`src/sv/hgc_pkg.sv`:
```
// ----------------------------------------------------------------------------
// hgc_pkg: shared types and constants for the height gradient colour block
// Item layouts of the input, output and configuration channels, and the job
// record that passes from the front end to the back end through the queue.
// ----------------------------------------------------------------------------
package hgc_pkg;

  // Heights are compared with 8 fraction bits; magnitudes need 25 bits.
  localparam int unsigned HFRAC = 8;
  localparam int unsigned MAG_W = 25;
  localparam int unsigned CH_W  = 8;
  localparam int unsigned NUM_CH = 3;

  typedef struct packed {
    logic signed [23:0] height_now;
    logic signed [15:0] start_height;
    logic signed [15:0] end_height;
    logic        [23:0] start_color;
    logic        [23:0] end_color;
  } in_item_t;

  typedef struct packed {
    logic [23:0] blended_color;
  } out_item_t;

  typedef struct packed {
    logic [23:0] base_color;
  } cfg_item_t;

  // One classified item: ratio operands as magnitudes and the two colours.
  typedef struct packed {
    logic [MAG_W-1:0] num_mag;
    logic [MAG_W-1:0] den_mag;
    logic             force_zero;
    logic [23:0]      color_a;
    logic [23:0]      color_b;
  } job_t;

endpackage

```
`src/sv/hgc_chan_if.sv`:
```
// ----------------------------------------------------------------------------
// hgc_chan_if: valid/ready channel
// Carries one item of type T from a source to a sink.
// ----------------------------------------------------------------------------
interface hgc_chan_if #(
  parameter type T = logic
);

  logic valid;
  logic ready;
  T     data;

  modport source (output valid, output data, input ready);
  modport sink   (input valid, input data, output ready);

endinterface

```
`src/sv/height_gradient_color.sv`:
```
// ----------------------------------------------------------------------------
// height_gradient_color: height driven colour blend
// Blends a 24-bit RGB colour from a current height and the end heights and
// colours of a line segment, with a configurable colour at height zero.
//
//   Channel | Direction | Item
//   --------+-----------+--------------------------------------------------
//   in_i    | sink      | height_now, start/end height, start/end colour
//   out_o   | source    | blended_color
//   cfg_i   | sink      | base_color (always ready)
//
// One item per cycle is accepted and delivered when no side stalls.
// An item passes through the queue, the entry stage, one divider stage per
// quotient bit, and the blend into the output register.
// Reset clears the queue and all stage valid bits; base_color resets to white.
// An output stall fills the back-end stages, then the two-entry queue, and
// only then drops in_i.ready.
// ----------------------------------------------------------------------------
module height_gradient_color #(
  parameter int unsigned FRAC_BITS = 16
) (
  input  logic       clk_i,
  input  logic       rst_ni,
  hgc_chan_if.sink   in_i,
  hgc_chan_if.source out_o,
  hgc_chan_if.sink   cfg_i
);

  logic          push;
  logic          full;
  logic          q_valid;
  logic          pop;
  hgc_pkg::job_t push_job;
  hgc_pkg::job_t head_job;

  // Front end: configuration register and classification.
  hgc_front u_front (
    .clk_i  (clk_i),
    .rst_ni (rst_ni),
    .in_i   (in_i),
    .cfg_i  (cfg_i),
    .push_o (push),
    .job_o  (push_job),
    .full_i (full)
  );

  // Job queue between the two halves.
  hgc_queue u_queue (
    .clk_i   (clk_i),
    .rst_ni  (rst_ni),
    .push_i  (push),
    .job_i   (push_job),
    .full_o  (full),
    .valid_o (q_valid),
    .job_o   (head_job),
    .pop_i   (pop)
  );

  // Back end: division and blend.
  hgc_back #(
    .FRAC_BITS (FRAC_BITS)
  ) u_back (
    .clk_i   (clk_i),
    .rst_ni  (rst_ni),
    .valid_i (q_valid),
    .job_i   (head_job),
    .pop_o   (pop),
    .out_o   (out_o)
  );

endmodule

```
`src/sv/hgc_front.sv`:
```
// ----------------------------------------------------------------------------
// hgc_front: item classification
// Holds the base colour register, picks the blend branch of each item and
// forms the ratio operands as magnitudes together with the two colours.
// ----------------------------------------------------------------------------
module hgc_front (
  input  logic              clk_i,
  input  logic              rst_ni,
  hgc_chan_if.sink          in_i,
  hgc_chan_if.sink          cfg_i,
  output logic              push_o,
  output hgc_pkg::job_t     job_o,
  input  logic              full_i
);

  logic [23:0] base_color_q;

  logic signed [23:0] z;
  logic signed [23:0] zs;
  logic signed [23:0] ze;
  logic z_pos, z_neg, zs_pos, zs_neg, ze_pos, ze_neg;
  logic signed [hgc_pkg::MAG_W-1:0] num;
  logic signed [hgc_pkg::MAG_W-1:0] den;

  // The configuration register is always ready to be written.
  assign cfg_i.ready = 1'b1;

  always_ff @(posedge clk_i or negedge rst_ni) begin
    if (!rst_ni) begin
      base_color_q <= 24'hFFFFFF;
    end else if (cfg_i.valid) begin
      base_color_q <= cfg_i.data.base_color;
    end
  end

  // An item enters whenever the queue has room.
  assign in_i.ready = !full_i;
  assign push_o     = in_i.valid && !full_i;

  // Scale integer end heights to the 8 fraction bits of the current height.
  assign z  = in_i.data.height_now;
  assign zs = {in_i.data.start_height, {hgc_pkg::HFRAC{1'b0}}};
  assign ze = {in_i.data.end_height, {hgc_pkg::HFRAC{1'b0}}};

  // Strict signs: zero is neither positive nor negative.
  assign z_neg  = z[23];
  assign zs_neg = zs[23];
  assign ze_neg = ze[23];
  assign z_pos  = !z[23] && (z != '0);
  assign zs_pos = !zs[23] && (zs != '0);
  assign ze_pos = !ze[23] && (ze != '0);

  // Branch selection and ratio operands.
  always_comb begin
    num              = '0;
    den              = '0;
    job_o.force_zero = 1'b0;
    job_o.color_a    = base_color_q;
    job_o.color_b    = base_color_q;
    if ((zs_pos && ze_pos) || (zs_neg && ze_neg)) begin
      num           = {z[23], z} - {zs[23], zs};
      den           = {zs[23], zs} - {ze[23], ze};
      job_o.color_a = in_i.data.start_color;
      job_o.color_b = in_i.data.end_color;
    end else if ((z_neg && zs_neg) || (z_pos && zs_pos)) begin
      num           = {z[23], z};
      den           = {zs[23], zs};
      job_o.color_b = in_i.data.start_color;
    end else if ((z_neg && ze_neg) || (z_pos && ze_pos)) begin
      num           = {z[23], z};
      den           = {ze[23], ze};
      job_o.color_b = in_i.data.end_color;
    end else begin
      job_o.force_zero = 1'b1;
    end
    // Magnitudes of the ratio operands.
    job_o.num_mag = num[hgc_pkg::MAG_W-1] ? -num : num;
    job_o.den_mag = den[hgc_pkg::MAG_W-1] ? -den : den;
  end

endmodule

```
`src/sv/hgc_queue.sv`:
```
// ----------------------------------------------------------------------------
// hgc_queue: two-entry job queue
// Decouples the front end from the back end so that each can stall alone.
// ----------------------------------------------------------------------------
module hgc_queue (
  input  logic          clk_i,
  input  logic          rst_ni,
  input  logic          push_i,
  input  hgc_pkg::job_t job_i,
  output logic          full_o,
  output logic          valid_o,
  output hgc_pkg::job_t job_o,
  input  logic          pop_i
);

  hgc_pkg::job_t entry_q [2];
  logic          wr_ptr_q;
  logic          rd_ptr_q;
  logic [1:0]    count_q;

  assign full_o  = count_q[1];
  assign valid_o = (count_q != 2'd0);
  assign job_o   = entry_q[rd_ptr_q];

  // Pointers and fill count.
  always_ff @(posedge clk_i or negedge rst_ni) begin
    if (!rst_ni) begin
      wr_ptr_q <= 1'b0;
      rd_ptr_q <= 1'b0;
      count_q  <= 2'd0;
    end else begin
      if (push_i) begin
        wr_ptr_q <= !wr_ptr_q;
      end
      if (pop_i) begin
        rd_ptr_q <= !rd_ptr_q;
      end
      if (push_i && !pop_i) begin
        count_q <= count_q + 2'd1;
      end else if (pop_i && !push_i) begin
        count_q <= count_q - 2'd1;
      end
    end
  end

  // Entry storage.
  always_ff @(posedge clk_i) begin
    if (push_i) begin
      entry_q[wr_ptr_q] <= job_i;
    end
  end

endmodule

```
`src/sv/hgc_back.sv`:
```
// ----------------------------------------------------------------------------
// hgc_back: ratio division and colour blend
// A pipelined restoring divider yields one quotient bit per stage, then one
// stage blends the three colour channels into the output register.
// ----------------------------------------------------------------------------
module hgc_back #(
  parameter int unsigned FRAC_BITS = 16
) (
  input  logic          clk_i,
  input  logic          rst_ni,
  input  logic          valid_i,
  input  hgc_pkg::job_t job_i,
  output logic          pop_o,
  hgc_chan_if.source    out_o
);

  localparam int unsigned MW = hgc_pkg::MAG_W;
  localparam int unsigned QW = FRAC_BITS + 1;
  localparam int unsigned PW = hgc_pkg::CH_W + QW + 1;
  localparam logic [QW-1:0] ONE = {1'b1, {FRAC_BITS{1'b0}}};

  logic          valid_q [FRAC_BITS+1];
  logic [MW-1:0] rem_q   [FRAC_BITS+1];
  logic [MW-1:0] den_q   [FRAC_BITS+1];
  logic [QW-1:0] quo_q   [FRAC_BITS+1];
  logic          skip_q  [FRAC_BITS+1];
  logic [23:0]   ca_q    [FRAC_BITS+1];
  logic [23:0]   cb_q    [FRAC_BITS+1];
  logic          stg_rdy [FRAC_BITS+2];

  logic          out_valid_q;
  logic [23:0]   out_color_q;
  logic [23:0]   blend_color;
  logic          entry_zero;
  logic          entry_sat;

  // A stage takes new work when it is empty or its successor moves on.
  assign stg_rdy[FRAC_BITS+1] = !out_valid_q || out_o.ready;
  for (genvar k = 0; k <= FRAC_BITS; k++) begin : g_rdy
    assign stg_rdy[k] = !valid_q[k] || stg_rdy[k+1];
  end

  assign pop_o = valid_i && stg_rdy[0];

  // Entry: zero ratio for the base colour case and a zero divisor; a ratio of
  // one or more saturates, so only the proper fraction is divided.
  assign entry_zero = job_i.force_zero || (job_i.den_mag == '0);
  assign entry_sat  = job_i.num_mag >= job_i.den_mag;

  always_ff @(posedge clk_i or negedge rst_ni) begin
    if (!rst_ni) begin
      valid_q[0] <= 1'b0;
    end else if (stg_rdy[0]) begin
      valid_q[0] <= valid_i;
    end
  end

  always_ff @(posedge clk_i) begin
    if (pop_o) begin
      rem_q[0]  <= job_i.num_mag;
      den_q[0]  <= job_i.den_mag;
      skip_q[0] <= entry_zero || entry_sat;
      quo_q[0]  <= (!entry_zero && entry_sat) ? ONE : '0;
      ca_q[0]   <= job_i.color_a;
      cb_q[0]   <= job_i.color_b;
    end
  end

  // Divider stages: one quotient bit each.
  for (genvar k = 0; k < FRAC_BITS; k++) begin : g_div
    logic [MW:0]   rem2;
    logic          ge;
    logic [MW:0]   diff;

    assign rem2 = {rem_q[k], 1'b0};
    assign diff = rem2 - {1'b0, den_q[k]};
    assign ge   = !skip_q[k] && (rem2 >= {1'b0, den_q[k]});

    always_ff @(posedge clk_i or negedge rst_ni) begin
      if (!rst_ni) begin
        valid_q[k+1] <= 1'b0;
      end else if (stg_rdy[k+1]) begin
        valid_q[k+1] <= valid_q[k];
      end
    end

    always_ff @(posedge clk_i) begin
      if (stg_rdy[k+1] && valid_q[k]) begin
        rem_q[k+1]  <= ge ? diff[MW-1:0] : rem2[MW-1:0];
        den_q[k+1]  <= den_q[k];
        skip_q[k+1] <= skip_q[k];
        quo_q[k+1]  <= skip_q[k] ? quo_q[k] : {quo_q[k][QW-2:0], ge};
        ca_q[k+1]   <= ca_q[k];
        cb_q[k+1]   <= cb_q[k];
      end
    end
  end

  // Blend each channel: floor((a * (one - f) + b * f) / one).
  for (genvar c = 0; c < hgc_pkg::NUM_CH; c++) begin : g_blend
    logic [PW-1:0] mix;

    assign mix = PW'(ca_q[FRAC_BITS][c*hgc_pkg::CH_W +: hgc_pkg::CH_W]) *
                 PW'(ONE - quo_q[FRAC_BITS])
               + PW'(cb_q[FRAC_BITS][c*hgc_pkg::CH_W +: hgc_pkg::CH_W]) *
                 PW'(quo_q[FRAC_BITS]);
    assign blend_color[c*hgc_pkg::CH_W +: hgc_pkg::CH_W] =
        mix[FRAC_BITS +: hgc_pkg::CH_W];
  end

  // Output register.
  always_ff @(posedge clk_i or negedge rst_ni) begin
    if (!rst_ni) begin
      out_valid_q <= 1'b0;
    end else if (stg_rdy[FRAC_BITS+1]) begin
      out_valid_q <= valid_q[FRAC_BITS];
    end
  end

  always_ff @(posedge clk_i) begin
    if (stg_rdy[FRAC_BITS+1] && valid_q[FRAC_BITS]) begin
      out_color_q <= blend_color;
    end
  end

  assign out_o.valid              = out_valid_q;
  assign out_o.data.blended_color = out_color_q;

endmodule

```
`src/flat_wrapper.sv`:
```
// flat-port wrapper written by rule: the top's interface ports become plain ports
module height_gradient_color_flat 
#(
  parameter int unsigned FRAC_BITS = 16
)
  (clk_i, rst_ni, in_i_valid, in_i_data, in_i_ready, out_o_valid, out_o_data, out_o_ready, cfg_i_valid, cfg_i_data, cfg_i_ready);
  hgc_chan_if #(.T(hgc_pkg::in_item_t)) in_i_i ();
  hgc_chan_if #(.T(hgc_pkg::out_item_t)) out_o_i ();
  hgc_chan_if #(.T(hgc_pkg::cfg_item_t)) cfg_i_i ();
  input  logic clk_i;
  input  logic rst_ni;
  input wire logic [$bits(in_i_i.valid)-1:0] in_i_valid;
  input wire logic [$bits(in_i_i.data)-1:0] in_i_data;
  output wire logic [$bits(in_i_i.ready)-1:0] in_i_ready;
  output wire logic [$bits(out_o_i.valid)-1:0] out_o_valid;
  output wire logic [$bits(out_o_i.data)-1:0] out_o_data;
  input wire logic [$bits(out_o_i.ready)-1:0] out_o_ready;
  input wire logic [$bits(cfg_i_i.valid)-1:0] cfg_i_valid;
  input wire logic [$bits(cfg_i_i.data)-1:0] cfg_i_data;
  output wire logic [$bits(cfg_i_i.ready)-1:0] cfg_i_ready;
  assign in_i_i.valid = in_i_valid;
  assign in_i_i.data = in_i_data;
  assign in_i_ready = in_i_i.ready;
  assign out_o_valid = out_o_i.valid;
  assign out_o_data = out_o_i.data;
  assign out_o_i.ready = out_o_ready;
  assign cfg_i_i.valid = cfg_i_valid;
  assign cfg_i_i.data = cfg_i_data;
  assign cfg_i_ready = cfg_i_i.ready;
  height_gradient_color #(.FRAC_BITS(FRAC_BITS)) u_core (.clk_i(clk_i), .rst_ni(rst_ni), .in_i(in_i_i), .out_o(out_o_i), .cfg_i(cfg_i_i));
endmodule
```
`config.mk`:
```
export PLATFORM = sky130hd
export DESIGN_NAME = height_gradient_color_flat
export DESIGN_NICKNAME = d
export VERILOG_FILES = /design/src/sv/hgc_pkg.sv /design/src/sv/hgc_chan_if.sv /design/src/sv/height_gradient_color.sv /design/src/sv/hgc_front.sv /design/src/sv/hgc_queue.sv /design/src/sv/hgc_back.sv /design/src/flat_wrapper.sv
export SDC_FILE = /design/constraint.sdc
export NUM_CORES = 2
export LEC_CHECK = 0
export BUFFER_PORTS_ARGS = -buffer_cell sky130_fd_sc_hd__buf_2
export CAP_MARGIN = 10
export CORE_MARGIN = 2
export CORE_UTILIZATION = 40
export DETAILED_ROUTE_END_ITERATION = 7
export PLACE_DENSITY = 0.55
export SYNTH_ARGS = -nofsm -noshare
export SYNTH_HDL_FRONTEND = slang
export SYNTH_SLANG_ARGS = --single-unit
```
`constraint.sdc`:
```
create_clock -name clk_i -period 9.73 [get_ports clk_i]
set_input_delay 1.946 -clock clk_i [delete_from_list [all_inputs] [get_ports clk_i]]
set_output_delay 1.946 -clock clk_i [all_outputs]
set_load 0.03 [all_outputs]
```
Word level (Yosys, flattened, before mapping)
Memory sizes are Yosys's and may differ from the RTL's.
Index checks and enable logic that the tools add are counted.
Word-level totals
  flip-flop bits (word level): 70
  RAM bits: 2170
  input port bits: 133
  output and inout port bits: 27
  memories: 7
Memory list
  u_core.u_back.den_q: depth 17, width 25, rd ports 16, clocked after memory_dff 0, write ports 17, RTL line hgc_back.sv:24  | logic [MW-1:0] den_q [FRAC_BITS+1];
  u_core.u_back.rem_q: depth 17, width 25, rd ports 16, clocked after memory_dff 0, write ports 17, RTL line hgc_back.sv:23  | logic [MW-1:0] rem_q [FRAC_BITS+1];
  u_core.u_back.ca_q: depth 17, width 24, rd ports 17, clocked after memory_dff 0, write ports 17, RTL line hgc_back.sv:27  | logic [23:0] ca_q [FRAC_BITS+1];
  u_core.u_back.cb_q: depth 17, width 24, rd ports 17, clocked after memory_dff 0, write ports 17, RTL line hgc_back.sv:28  | logic [23:0] cb_q [FRAC_BITS+1];
  u_core.u_back.quo_q: depth 17, width 17, rd ports 17, clocked after memory_dff 0, write ports 17, RTL line hgc_back.sv:25  | logic [QW-1:0] quo_q [FRAC_BITS+1];
  u_core.u_queue.entry_q: depth 2, width 99, rd ports 1, clocked after memory_dff 0, write ports 1, RTL line hgc_queue.sv:16  | hgc_pkg::job_t entry_q [2];
  1 more memories
Cells by class
  add/sub/neg operators: 26
  $mul: 6
  order comparisons: 17
  muxes and demuxes: 86
  reduce and logical (&&, ||, !) cells: 119
Operator list (number)
  2-to-1 mux 25 bit: 24
  greater-or-equal comparator 26 x 25 -> 1 bit: 16
  subtractor 25 bit: 16
  2-to-1 mux 17 bit: 17
  2-to-1 mux 24 bit: 4
  adder 24 bit: 3
  multiplier 8 x 17 -> 24 bit: 3
  nonzero test 24 bit: 3
  multiplier 8 x 26 -> 24 bit: 2
  negator 25 bit: 2
  subtractor 24 x 24 -> 25 bit: 2
  logical AND 1 bit: 47
  zero test 1 bit: 43
  2-to-1 mux 1 bit: 39
  greater-or-equal comparator 25 bit: 1
  zero test 25 bit: 1
  multiplier 9 x 18 -> 24 bit: 1
  logical OR 1 bit: 23
  subtractor 17 x 17 -> 18 bit (first input constant): 1
  2-to-1 mux 2 bit: 2
  nonzero test 2 bit: 2
  adder 2 x 1 -> 2 bit (second input constant): 1
  subtractor 2 x 1 -> 2 bit (second input constant): 1

Longest topological paths before layout
  depth in word-level cells: 23
  gate-level depth with buffers: 31
  gate-level depth less buffers: 28

Modules after synthesis
From an unflattened synthesis, not the netlist that was laid out.
Unflattened totals
  cell total of the unflattened synthesis: 9727
  area total of the unflattened synthesis: 120381.7 µm²
By module, submodules not included
  hgc_back: instances 1, cells an instance 8660, area each 107246.6 µm², seq. area each 54772.5 µm²
  hgc_queue: instances 1, cells an instance 323, area each 7826.3 µm², seq. area each 6045.8 µm²
  hgc_front: instances 1, cells an instance 744, area each 5308.8 µm², seq. area each 630.6 µm²

Worst setup path after synthesis
No wires, ideal clock.
  kind: input -> register
  start point: input out_o_ready
  end point: memory u_core.u_back.ca_q[9][0], in the netlist u_core.u_back.ca_q[0][216] (enable)
  setup time: 0.687 ns
  arrival: 9.283 ns
  required time: 9.043 ns
  slack: -0.240 ns
  cell stages on the path: 6
  buffers on the path: 0
  cell sequence: nor2b_1 nand3_1 nor2_1 and2_1 and3_1 a21boi_0
RTL lines
  start, declared: RTL line flat_wrapper.sv:17  | input wire logic [$bits(out_o_i.ready)-1:0] out_o_ready;
  end, declared: RTL line hgc_back.sv:27

==> impl_metrics.yaml <==
logic_synthesis:
  synthFlopType: "edfxtp_1"
  yosysMostFrequentCell: "edfxtp_1"
  syn-num-nets: 9241
  netlist_top_cells_count: "1771 x edfxtp_1, 1284 x inv_1, 711 x fa_1"
  synth-edff-count: 1771
  syn_area_um2: 103000
  synthesis.instances: 7885
  synth_seq_cells: 1817
  yosys_warnings: 0
  yosys.area.top_type_share_pct: 51.8
  yosysTopAreaCell: "edfxtp_1"
  syn_area_per_cell_um2: 13.0
  synthTopCellsByArea: "edfxtp_1 52%, fa_1 14%, ha_1 6.2%, inv_1 4.7%, mux2_2 4.2%"
  synth_seq_area_share_pct: 53.0
  async_flop_share_pct: 2.53
  yosysUniqueCellTypes: 96
routing:
  drt_wl_total_um: 213000
  ant_nets: 0
  vias_per_cell: 4.93
  vias: 57300
  dr.pass1.iters: 8
  drcViolationCount: 0
  drtIter0Drc: 3398
  wire_per_inst_um: 18.4
floorplan:
  die_x_um: 510
  start_util_pct: 40.3
  coreArea_um2: 255000
  dieArea_um2: 260000
  rows: 185
  io_pins: 160
  dieHeight_um: 510
timing:
  fin_ws_ps: 1140
  worst_pin_slew_ps: 1210
  setup_viol: 0
  rsz0062_at_grt: "false"
  slew_headroom_pct: 19.1
  fin_crit_sh_pct: 88.3
  period_minus_slack_ps: 8590
  hold_viol_final: 0
  setup_tns_ps: 0
  clock-skew-final_ps: 88.8
  fmax_mhz: 116
  drv_slew: 0
setup_path:
  crit_family: "adder cells"
  r2r_end: "u_core.u_back.out_o.data[23]"
  cpPeakStageDelay_ps: 670
  ff2ff_setup_slack_ps: 1140
  end_kind: "flip-flop"
  worst_setup_path_start_kind: "flip-flop"
  crit_buf_inv: 5
  crit_type: "reg -> reg"
  endpoint: "u_core.u_back.out_o.data[23]"
  arrival_ps: 9130
  required_ps: 10270
  timing.reg2reg.worst_path_depth: 27
  crit_top_cell: "fa_1"
  critPathLaunch: "u_core.u_back.quo_q[0][275]"
  crit_fanout: 17
  cp_slowest_cell: "a2111oi_0"
  cp.depth: 27
  r2r-start: "u_core.u_back.quo_q[0][275]"
clocking:
  clock_latency_ps: 860
  cts_sinks: 1817
  postCtsHoldBufs: 0
  post_cts_buffers: 0
  cts_root_buffer: "clkbuf_16"
  htreeDepth: 4
  cts_max_path_buffers: 3
  cts_made_buffers: 193
  cts_tree: "yes"
  clk_pin_slew_ps: 60
  ctsResizeCount: 0
flow_run:
  max_cap_violations: 0
final_layout:
  multi_input_area_um2: 42700
  area_growth_pct: 11.1
  fin_nets: 9436
  fin_cells: 11600
  fill_cells: 23000
  drive_above_1_share_pct: 12.4
  seq_area_um2: 54400
  fin_area_um2: 114000
global_routing:
  grt_max_degree: 73
  antenna_found_initial: 6
  grt_usage_pct: 16.7
  grt_pass1_vias: 61300
  grt_pass1_wl_um: 343000
  grt_overflow_total: 0
place:
  placed_cell_area_um2: 108000
  io_buffers: 158
  dpl.hpwl_um: 158000
  place_congestion: 0.889
  place_ws_ps: 1180
  dp.cells: 11300
min_path:
  min_path_type: "reg -> reg"
  min_path_cells: 0
status:
  outcome: "complete, no violations"
## stage by stage
| stage | hold slack (ps) | util, % |
|---|---|---|
| global route | 379 | 44.7 |
| detailed placement | 405 | 42.2 |
| global placement | 400 | 42.2 |
| CTS | 377 | 44.7 |
| finish | 380 | 44.7 |
| floorplan | 400 | - |
## routing by layer
layer  global-route usage (%)  part of all wire, %  up-vias
li1                         -                    -    27100
met1                     22.3                   45    28600
met2                     28.3                   48     1168
met3                     2.59                  4.3      319
met4                     4.78                  2.6        0
met5                        0                    0        -
## layout by cell type (no fill, tap or decap), types with 22 or more instances in the layout
cell,Yosys,final
nor3_1,115,112
mux2i_1,35,35
a222oi_1,24,24
nor2_1,234,234
clkinv_2,0,39
nor2b_1,67,60
nand2_1,619,619
ha_1,512,512
o21ai_0,136,136
clkbuf_1,212,40
mux2_2,381,381
a31oi_1,28,27
nand4_1,43,43
o21a_1,72,72
clkbuf_16,0,193
clkinv_1,0,39
nand3_1,44,44
and2_1,501,492
edfxtp_1,1771,1771
a21o_1,116,116
fa_1,711,711
buf_2,7,158
inv_1,1284,1283
dfstp_2,24,24
buf_4,3,84
nand2b_1,42,42
a211oi_1,22,22
nor4_1,32,32
a21oi_1,191,191
xor2_1,109,102
xnor2_1,207,199
## area by class of cell
class	instances	area share, %
flip-flops and latches	1817	47.7
multi-input cells	4542	37.5
clock buffers	236	4.41
inverters	1284	4.23
well taps	3366	3.70
repair buffers	242	1.25
clock inverters	126	1.16
diodes	2	0.00439
## kinds of logic (layout without fill, tap and decap cells)
logic type	count (synthesis)	in the layout	share of synthesized area (%)
flops	1817	1817	53.0
simple gates	1791	1791	8.75
xor+xnor	316	316	2.70
buf+inv	1526	1888	5.61
compound gates	791	791	5.25
mux	419	419	4.56
other cells	1	3	0.00366
fa+ha+maj	1224	1224	20.1
## worst min-delay path by stage
stage	slack (ps)	to	startpoint
2_1_floorplan	400	u_core.u_back.ca_q[0][100]	u_core.u_back.ca_q[0][76]
3_3_place_gp	400	u_core.u_back.cb_q[0][394]	u_core.u_back.cb_q[0][370]
3_5_place_dp	400	u_core.u_back.ca_q[0][114]	u_core.u_back.ca_q[0][90]
4_1_cts	380	u_core.u_back.ca_q[0][101]	u_core.u_back.ca_q[0][77]
5_1_grt	380	u_core.u_back.ca_q[0][151]	u_core.u_back.ca_q[0][127]
6_report	380	u_core.u_back.ca_q[0][101]	u_core.u_back.ca_q[0][77]
## worst reg2reg max path, cell delays in order (launching register included)
cell and delay, ps:
edfxtp_1 380, nor3_1 470, nand3b_1 250, nor4_1 560
nand3b_1 230, xor2_2 380, buf_4 340, and2_1 200
fa_1 420, inv_1 80, fa_1 460, fa_1 530
inv_1 60, fa_1 470, fa_1 550, inv_1 50
fa_1 530, inv_1 40, ha_1 300, a2111oi_0 670
nand2_1 100, o21ai_0 140, a311oi_1 170, o31ai_1 310
nand2_1 110, a31o_2 260, a21oi_1 180, xnor2_1 100
## sequential cells by signal (all words and copies together) (netlist names), 24 cells and up
name / count
u_core.u_back.ca_q: 408
u_core.u_back.cb_q: 408
u_core.u_back.den_q: 272
u_core.u_back.out_o.data: 24
u_core.u_back.quo_q: 153
u_core.u_back.rem_q: 308
u_core.u_front.base_color_q: 24
u_core.u_queue.entry_q: 182
Power is left out: the tool's default activity adds up to more than one toggle a clock period on the data nets, which glitch-free logic cannot reach.
